File: config.mk
export PLATFORM = sky130hd
export DESIGN_NAME = sac_ctrl
export DESIGN_NICKNAME = d
export VERILOG_FILES = /design/src/hdl/sac_pkg.sv /design/src/hdl/sac_ctrl.sv
export SDC_FILE = /design/constraint.sdc
export NUM_CORES = 1
export LEC_CHECK = 0
export ABC_AREA = 1
export BUFFER_PORTS_ARGS = -buffer_cell sky130_fd_sc_hd__buf_2
export CELL_PAD_IN_SITES_DETAIL_PLACEMENT = 0
export CELL_PAD_IN_SITES_GLOBAL_PLACEMENT = 1
export CORE_AREA = 4 4 41 43
export CTS_BUF_LIST = sky130_fd_sc_hd__clkbuf_16
export CTS_CLUSTER_DIAMETER = 60
export DETAILED_ROUTE_END_ITERATION = 12
export DIE_AREA = 0 0 45 47
export GPL_TIMING_DRIVEN = 0
export PLACE_DENSITY_LB_ADDON = 0.1
export SLEW_MARGIN = 20
export SYNTH_ARGS = -nofsm -noshare
export SYNTH_HDL_FRONTEND = slang
export SYNTH_SLANG_ARGS = --single-unit
File: constraint.sdc
create_clock -name clock -period 1.1 [get_ports clock]
set_input_delay 0.165 -clock clock [delete_from_list [all_inputs] [get_ports clock]]
set_output_delay 0.165 -clock clock [all_outputs]
set_load 0.02 [all_outputs]
File: src/hdl/sac_pkg.sv
// Package for the set-associative flow cache: sizes, payload structs and
// the command/status structs between controller and datapath. No dependencies.
package sac_pkg;

   localparam int WAYS      = 4;
   localparam int KEY_BYTES = 8;
   localparam int MAX_SETS  = 1024;

   localparam int KEY_W     = 64;
   localparam int PORT_W    = 4;
   localparam int AGE_W     = 8;
   localparam int CNT_W     = 11;
   localparam int SET_W     = (MAX_SETS > 1) ? $clog2(MAX_SETS) : 1;
   localparam int WAY_W     = (WAYS > 1) ? $clog2(WAYS) : 1;
   localparam int DIV_W     = 32;
   localparam int STEP_W    = $clog2(DIV_W + 1);
   localparam int SKEY_W    = KEY_BYTES * 8;

   localparam logic [AGE_W-1:0] AGE_MAX = '1;

   // Command codes
   localparam logic CMD_LOOKUP = 1'b0;
   localparam logic CMD_INSERT = 1'b1;

   typedef struct packed {
      logic              command;
      logic [KEY_W-1:0]  flow_key;
      logic [PORT_W-1:0] insert_port;
   } req_type;

   typedef struct packed {
      logic [PORT_W-1:0] out_port;
      logic              hit;
   } rsp_type;

   // Controller -> datapath
   typedef struct packed {
      logic load;      // capture request, start divide
      logic div_step;  // one restoring divide step
      logic clr_wr;    // clear sweep write
      logic rd;        // read the set
      logic wr;        // write the set back, load result
   } cmd_type;

   // Datapath -> controller
   typedef struct packed {
      logic div_done;
      logic clr_done;
   } sts_type;

endpackage

File: src/hdl/sac_ctrl.sv
// Controller for the flow cache: clear sweep, divide, read, write back, result.
// Depends on sac_pkg.
module sac_ctrl (
   input  logic             clock,
   input  logic             reset,
   input  logic             req_valid,
   output logic             req_stall,
   input  logic             rsp_busy,
   output logic             rsp_valid,
   input  logic             rsp_stall,
   output sac_pkg::cmd_type cmd,
   input  sac_pkg::sts_type sts
);
   import sac_pkg::*;

   typedef enum logic [2:0] {ST_CLEAR, ST_IDLE, ST_DIV, ST_READ, ST_WRITE} state_type;

   state_type state_ff, state_in;
   logic      rsp_valid_ff, rsp_valid_in;

   // Next state and commands
   always_comb begin
      state_in     = state_ff;
      rsp_valid_in = rsp_valid_ff && rsp_stall;
      cmd          = '0;
      req_stall    = 1'b1;
      case (state_ff)
         ST_CLEAR: begin
            cmd.clr_wr = 1'b1;
            if (sts.clr_done) state_in = ST_IDLE;
         end
         ST_IDLE: begin
            req_stall = rsp_busy;
            if (req_valid && !rsp_busy) begin
               cmd.load = 1'b1;
               state_in = ST_DIV;
            end
         end
         ST_DIV: begin
            cmd.div_step = 1'b1;
            if (sts.div_done) state_in = ST_READ;
         end
         ST_READ: begin
            cmd.rd   = 1'b1;
            state_in = ST_WRITE;
         end
         ST_WRITE: begin
            if (!(rsp_valid_ff && rsp_stall)) begin
               cmd.wr       = 1'b1;
               rsp_valid_in = 1'b1;
               state_in     = ST_IDLE;
            end
         end
         default: state_in = ST_IDLE;
      endcase
   end

   always_ff @(posedge clock) begin
      if (reset) begin
         state_ff     <= ST_CLEAR;
         rsp_valid_ff <= 1'b0;
      end else begin
         state_ff     <= state_in;
         rsp_valid_ff <= rsp_valid_in;
      end
   end

   assign rsp_valid = rsp_valid_ff;

endmodule

==> metrics.txt, run 1 <==
largest family of logic cells by synthesized area=simple AND/OR/NAND/NOR gates; initial antenna violation count=0; Rows=13; Antenna diodes=0; largest net degree at the start of global routing=7; RSZ-0062 raised after global routing=true; Setup crit start kind=flop; Layout Skew=0.2930 ps; XOR/XNOR Fraction of Synth Area=0%; hold violation total from the final report=0; HP Class=in2reg; # setup viols final=7; ratio of cells with drive above 1 in the final layout=54.84%; relative slew slack=between 80% and 90%; Die Span Y=47 um; first drt pass iteration count=2; TritonCTS buffer count=3; worst slew pin tran=175.1 ps; post-DR wirelength/cell=10.05 um; die area=2115 um^2; post-synthesis register bit count=4; I/O pin count=14; outcome=finished with violations; failing checks=setup timing; die width=45 um; clock network fraction of total power=between 30% and 40%; sw power=592.1 uW; Synth Instances=44; Filler cells=153; part of the power in registers=19.2%; Routability Congestion=approximately 0.66; post-synthesis net count=51; Int Pwr=964.7 uW; crit path kind=reg2out; Overflow after GRT=0; CTS tree=done; Crit path required time=940 ps; post-synthesis simple-gate area fraction=51.20%; number of H-tree levels=1; FMAX=833.2 MHz; Yosys cell types=13; synthesized area=261.5 um^2; area grow syn2layout=89.47%; sequential area share after synthesis=30.62%; initial cell density of the core=20.10%; Core Area=1301 um^2; Worst Setup End Kind=output pin; min Tclk post-route=1200 ps; Iteration-0 DRC Markers=1; CTS clk-pin slew, worst paths=30 ps; multiplexer share of the synthesized area=0%; Synth warnings=0; antenna-violating nets left=0; routed wire length=774 um; most frequent cells in the layout=9 x nand2_1, 9 x buf_2, 6 x inv_1; Vias/cell=4.104; clk_lat worst skew=220 ps; TritonCTS Sinks=4; Leakage=between 0.2 and 0.3 nW; total track usage=9.155%; max-cap violation count=0; final worst setup slack=-100.2 ps; Synth Area in Compound Gates=3.828%; synthesized area per cell=5.943 um^2; crit path max fanout=4; Root Driver=clkbuf_16; TNS Setup=-369.6 ps; Logic pwr share=44.1%; Via Count=roughly 320; Min Hold Slack=127.3 ps; Clock Tree Buf Depth=2; Pwr Density=roughly 3100 nW/um^2; IO Port Bufs=13; Post-CTS Hold Fix Bufs=0; first-pass GRT wire length=1317 um; DP Wirelength=556.1 um; switch share=38.03%; number of global-route vias before repair=329; fin util=38.08%; maximum vdd drop=around 1.6 mV; post-synthesis adder-cell area fraction=0%; period utilisation layout=109.1%; drt drc=0; critical path arrival=between 1000 and 1500 ps; Final Slew Violations=0; nets=roughly 70
[cells by family (layout without fill, tap and decap cells)]
kind of cell	count (synthesis)	in the layout
AND/OR/NAND/NOR	28	28
buffers and inverters	10	28
flip-flops	4	4
AO/OA/AOI/OAI	2	2
[power by group through the flow]
stage | registers (mW) | logic [mW] | clock network (mW)
2_1_floorplan | 0.234 | 0.392 | 0
3_3_place_gp | 0.250 | 0.532 | 0
3_5_place_dp | 0.245 | 0.526 | 0
4_1_cts | 0.285 | 0.650 | 0.576
5_1_grt | 0.311 | 0.763 | 0.585
6_report | 0.299 | 0.686 | 0.571
[synth_stat cells, drive strengths merged]
| master | number | area, um^2 |
|---|---|---|
| dfxtp | 4 | 80.08 |
| nand3 | 4 | 25.02 |
| nor3 | 2 | 15.01 |
| a21oi | 2 | 10.01 |
| nand3b | 1 | 7.510 |
| nor2 | 9 | 38.79 |
| nand2 | 11 | 41.29 |
| inv | 10 | 37.54 |
| nand4 | 1 | 6.260 |
[timing repair]
item                                    CTS  global route
cloned                                    0             0
gates resized for setup                  17             6
pin swaps                                 2             5
endpoints found under the setup margin    8             8
setup buffers                             2             0
[critical path, stage by stage (launching register included)]
cell     delay, ps
dfxtp_4        370
inv_4           60
nor2_4         100
nand2_2         60
nor2_1          80
buf_4          140
[stage by stage]
stage	area (um^2)	instances	worst slack [ps]	total power, mW
CTS	479.2	77	-128.5	1.510
global route	495.5	77	-158.3	1.660
floorplan	261.5	44	5.322	0.6264
global placement	345.3	72	-86.03	0.7819
finish	495.5	77	-100.2	1.557
detailed placement	345.3	72	-60.90	0.7709
[final timing paths]
kind,start,to,slack [ps],depth (start not counted)
min reg2reg,rsp_valid,rsp_valid,490,2
max,state_ff[0],cmd[4],-100,5
max reg2reg,state_ff[0],state_ff[0],-20,9
min,reset,state_ff[2],130,2
[final cells by class]
| cell class | instances | area (um^2) | area share [%] |
|---|---|---|---|
| sequential | 4 | 91.34 | 18.43 |
| inverter | 10 | 42.54 | 8.586 |
| multi-input combinational | 30 | 173.9 | 35.10 |
| clock buffer | 3 | 75.07 | 15.15 |
| tap | 15 | 18.77 | 3.788 |
| timing repair buffer | 15 | 93.84 | 18.94 |
[metal layers]
| metal | GRT usage [%] | vias up | wire [um] |
|---|---|---|---|
| met4 | 10.53 | 0 | 28 |
| met1 | 10.20 | 129 | 330 |
| li1 | - | 172 | - |
| met3 | 3.065 | 3 | 72 |
| met2 | 12.71 | 12 | 342 |
| met5 | 0 | - | 0 |
[flip-flops by register name, indices dropped and copies added (netlist names)]
name,count
state_ff,3
rsp_valid,1
(Power assumes the default switching activity.)
==> run 2: changes to the inputs <==
REMOVE_ABC_BUFFERS = 1   (was default)
SKIP_LAST_GASP = 1   (was default)
==> run 2 against run 1 <==
The run still ends with setup timing left. Count of clock-buffer cells in the layout is the same. Worst hold slack about the same. Maximum frequency decreased by 0.70%. Cell count rose by 1.3%. Global-route usage unchanged. Register-to-register slack about the same. Critical path depth did not move. Setup slack lost 8.5 ps. Sequential share of layout area shrank 0.72 points. Non-clock buffer count grew 1. Core utilization rose by 1.5 points. Via count up 2.5%.
==> metrics.txt, run 2 (synthesis results as in run 1) <==
# setup viols final=8; failing checks=setup timing; crit path max fanout=4; FMAX=roughly 830 MHz; die area=~2100 um^2; TritonCTS Sinks=4; period utilisation layout=109.9%; crit path kind=reg2out; Layout Skew=between 0.7 and 0.8 ps; number of H-tree levels=1; max incr delay on CP=370 ps; I/O pin count=14; TritonCTS buffer count=3; sw power=622.6 uW; first-pass GRT wire length=1317 um; Post-CTS Hold Fix Bufs=0; Core Area=between 1000 and 1500 um^2; Overflow after GRT=0; clk_lat worst skew=220 ps; Rows=13; routed wire length=799 um; largest net degree at the start of global routing=7; DP Wirelength=556.1 um; Via Count=324; number of flip-flops in the largest register=3; nets=72; Pwr Density=3137 nW/um^2; IO Port Bufs=13; Root Driver=clkbuf_16; Leakage=between 0.2 and 0.3 nW; drt drc=0; Min Hold Slack=127.4 ps; Crit path required time=940 ps; TNS Setup=-443.0 ps; antenna-violating nets left=0; design area=~520 um^2; relative slew slack=88.02%; worst slew pin tran=about 180 ps; area grow syn2layout=97.13%; Logic pwr share=45.6%; ratio of cells with drive above 1 in the final layout=55.56%; CTS clk-pin slew, worst paths=about 30 ps; most frequent cells in the layout=9 x buf_2, 8 x nand2_1, 6 x inv_1, 6 x nor2_1, 5 x buf_4; clock network fraction of total power=around a third; max-cap violation count=0; HP Class=in2reg; RSZ-0062 raised after global routing=true; initial antenna violation count=0; switch share=38.50%; Final Slew Violations=0; Antenna diodes=0; outcome=finished with violations; commonest non-fill, non-tap cell in the layout=buf_2; CTS tree=done; critical path arrival=approximately 1000 ps; CP Cell Sequence=inv_4 > nor2_4 > nand2_2 > nor2_1 > buf_4; Biggest register=state_ff; number of global-route vias before repair=about 330; pre-CTS setup slack=-60.90 ps; part of the power in registers=19.1%; Int Pwr=994.5 uW; post-DR wirelength/cell=approximately 10 um; Setup crit start kind=flop; Crit-path slowest cell=dfxtp_4; Iteration-0 DRC Markers=3; Worst Setup End Kind=output pin; hold violation total from the final report=0; final worst setup slack=-108.7 ps; Vias/cell=4.154; maximum vdd drop=around 1.6 mV; fin util=39.62%; Clock Tree Buf Depth=2; die width=45 um; min Tclk post-route=1209 ps; placed cell area=345.3 um^2; initial cell density of the core=20.10%; Routability Congestion=0.6559; total track usage=9.155%; Die Span Y=47 um; first drt pass iteration count=4
## run 2: cell type report
type	instances	area (um^2)
fill	157	785.8
sequential	4	91.34
clock buffer	3	75.07
timing repair buffer	16	105.1
inverter	10	45.04
multi-input combinational	30	180.2
tap	15	18.77
## run 2: metrics by stage
step                      total power [mW]  cells
after detailed placement            0.7709     72
after CTS                            1.506     77
final                                1.617     78
after global routing                 1.725     78
after floorplan                     0.6264     44
after global placement              0.7819     72
## run 2: path summary, 6_finish.rpt
path,start,endpoint,slack [ps],cells past startpoint
worst max-delay path,state_ff[0],cmd[4],-110,5
worst min-delay path,reset,state_ff[2],130,2
worst max register to register,state_ff[0],state_ff[0],-10,9
worst min register to register,rsp_valid,rsp_valid,500,2
## run 2: power groups by stage
stage	clock, mW	sequential (mW)	combinational, mW
global placement	0	0.250	0.532
floorplan	0	0.234	0.392
CTS	0.576	0.282	0.648
finish	0.570	0.309	0.738
global route	0.585	0.321	0.820
detailed placement	0	0.245	0.526
## run 2: what timing repair did
action | 4_1_cts | 5_1_grt
setup buffers | 2 | 1
resized for setup | 16 | 10
setup endpoints to repair | 8 | 8
pin swaps | 2 | 2
## run 2: layer usage
metal	global-route usage, %	vias up	share of wire [%]
met5	0	-	0
met4	10.53	0	3.5
met3	3.065	3	8.6
met2	12.71	12	47
met1	10.20	135	41
li1	-	174	-
## run 2: worst max-delay path: cells and delay by family, from the launching register on
kind,cells,cell delay [ps]
buffers and inverters,2,200
AND/OR/NAND/NOR,3,240
flip-flops,1,370
==> run 3: changes to the inputs <==
ABC_AREA = default   (was 1)
REMOVE_ABC_BUFFERS = default   (was 1)
==> run 3 against run 2 <==
The run still ends with setup timing left. Non-clock buffer count is 5 higher. Via count is 13% lower. Critical path depth is 2 lower. Routed wire length is 7.3% lower. Maximum frequency is 12% lower. Sequential power is 51% lower. Setup slack worse by 170 ps. Power is 48% lower. Sequential share of layout area is 1.5 points lower. Global-route usage is 0.63 points lower. Critical path type unchanged. Critical endpoint is now cmd[0]. Largest cell class unchanged.
==> metrics.txt, run 3 <==
outcome=finished with violations; failing checks=setup timing; Die Span Y=47 um; initial antenna violation count=0; Synth area leaders=dfxtp_1 37%, nor3_1 6.9%, nor3b_1 6.9%; Setup crit start kind=flop; max-cap violation count=0; first-pass GRT wire length=1214 um; min Tclk post-route=between 1000 and 1500 ps; Synth Instances=26; I/O pin count=14; pre-CTS setup slack=-142.9 ps; area of the multi-input gates=193.9 um^2; number of global-route vias before repair=approximately 270; placed cell area=331.6 um^2; RSZ-0062 raised after global routing=true; largest net degree at the start of global routing=7; post-synthesis register bit count=4; switch share=18.43%; DP Wirelength=478.5 um; part of the power in registers=18.3%; Core Area=1301 um^2; sequential area share after synthesis=36.57%; Worst Setup End Kind=output pin; Root Driver=clkbuf_16; Vias/cell=4.354; area grow syn2layout=156.6%; ratio of cells with drive above 1 in the final layout=76.00%; Via Count=approximately 280; Final Slew Violations=0; Layout Skew=about 1.2 ps; number of flip-flops in the largest register=3; routed wire length=741 um; most frequent cell after synthesis=dfxtp_1; relative slew slack=~87%; Crit path required time=940 ps; FMAX=725.9 MHz; Leakage=0.2497 nW; number of flops mapped to enable cells by yosys=0; Rows=13; Post-CTS Hold Fix Bufs=0; post-synthesis net count=33; Yosys cell types=16; first drt pass iteration count=1; CTS tree=done; period utilisation layout=125.2%; top post-synthesis cells by count=4 x dfxtp_1, 3 x nor3_1; CTS clk-pin slew, worst paths=30 ps; drt drc=0; synthesized area=219.0 um^2; critical path arrival=1210 ps; top-area cell type share of the netlist area=36.57%; crit path max fanout=2; nets=59; maximum vdd drop=between 1.5 and 2 mV; clock network fraction of total power=66.5%; Filler cells=about 140; number of H-tree levels=1; worst slew pin tran=195.8 ps; crit path kind=reg2out; IO Port Bufs=13; TritonCTS buffer count=3; cell taking the most area after synthesis=dfxtp_1; initial cell density of the core=approximately 17%; hold violation total from the final report=0; Antenna diodes=0; TritonCTS Sinks=4; clk_lat worst skew=220 ps; TNS Setup=-1333 ps; die width=45 um; Synth warnings=0; Clock Tree Buf Depth=2; Logic pwr share=15.2%; Post-synth top flop=dfxtp_1; Biggest register=state_ff; design area=561.8 um^2; Pwr Density=1483 nW/um^2; synthesized area per cell=approximately 8.4 um^2; HP Class=in2reg; antenna-violating nets left=0; most frequent cells in the layout=7 x buf_2, 7 x buf_4, 6 x buf_6; ys async rst share=0%; Int Pwr=~680 uW; post-DR wirelength/cell=11.40 um; die area=2115 um^2; Routability Congestion=0.6850; register area=91.34 um^2; total track usage=8.524%; # setup viols final=8; Overflow after GRT=0; final worst setup slack=-277.6 ps; Iteration-0 DRC Markers=0; sw power=153.5 uW
-- run 3: cell types whose count changed after synthesis, sizes merged, moves of 2 or more --
cell,change
nand3,-4
nor2,-6
nor3b,+2
nand2,-10
nor2b,+2
inv,-8
-- run 3: through the flow --
stage          power, mW  hold WS [ps]  std cells  util [%]
2_1_floorplan     0.2062         234.1         26         -
3_3_place_gp      0.2353         378.1         54     25.48
3_5_place_dp      0.2367         382.9         54     25.48
4_1_cts           0.8412         143.9         65     42.02
5_1_grt           0.8726         159.1         65     43.17
6_report          0.8331         147.7         65     43.17
-- run 3: critical path: stages (launching register included) --
cell and delay [ps]:
dfxtp_4 330, or3b_4 410, a21oi_4 120, buf_6 130
-- run 3: cell families (layout without fill, tap and decap cells) --
kind of cell | after synthesis | count (layout) | share of synthesized area, %
buf+inv | 2 | 26 | 3.430
simple gates | 14 | 14 | 38.86
compound gates | 5 | 5 | 16.00
mux | 1 | 1 | 5.142
flops | 4 | 4 | 36.57
-- run 3: cell type report --
type	instances	area share [%]
clock buffer	3	13.36
multi-input combinational	20	34.52
timing repair buffer	21	31.18
sequential	4	16.26
inverter	2	1.336
tap	15	3.341
-- run 3: final timing paths --
check	from	to	slack (ps)	cells after the start
worst max register to register	state_ff[1]	state_ff[0]	-170	5
worst min-delay path	reset	state_ff[1]	150	2
worst max-delay path	state_ff[0]	cmd[0]	-280	3
worst min register to register	state_ff[2]	state_ff[1]	590	2
-- run 3: power by group through the flow --
| stage | combinational (mW) | clock (mW) | sequential, mW |
|---|---|---|---|
| floorplan | 0.0443 | 0 | 0.162 |
| global placement | 0.0708 | 0 | 0.165 |
| detailed placement | 0.0718 | 0 | 0.165 |
| CTS | 0.127 | 0.562 | 0.152 |
| global route | 0.136 | 0.583 | 0.153 |
| finish | 0.127 | 0.554 | 0.152 |
-- run 3: timing repair --
action                                  4_1_cts  5_1_grt
gates resized for setup                      21        4
endpoints found under the setup margin        8        9
setup buffers                                 8        1
pin swaps                                     7        5
-- run 3: layer usage --
| layer | track usage [%] | vias to the layer above | wire [um] | part of all wire, % |
|---|---|---|---|---|
| met4 | 3.509 | 0 | 3 | 0.40 |
| met5 | 0 | - | 0 | 0 |
| li1 | - | 143 | - | - |
| met1 | 9.070 | 130 | 283 | 38 |
| met3 | 6.130 | 2 | 74 | 10 |
| met2 | 12.99 | 8 | 380 | 51 |
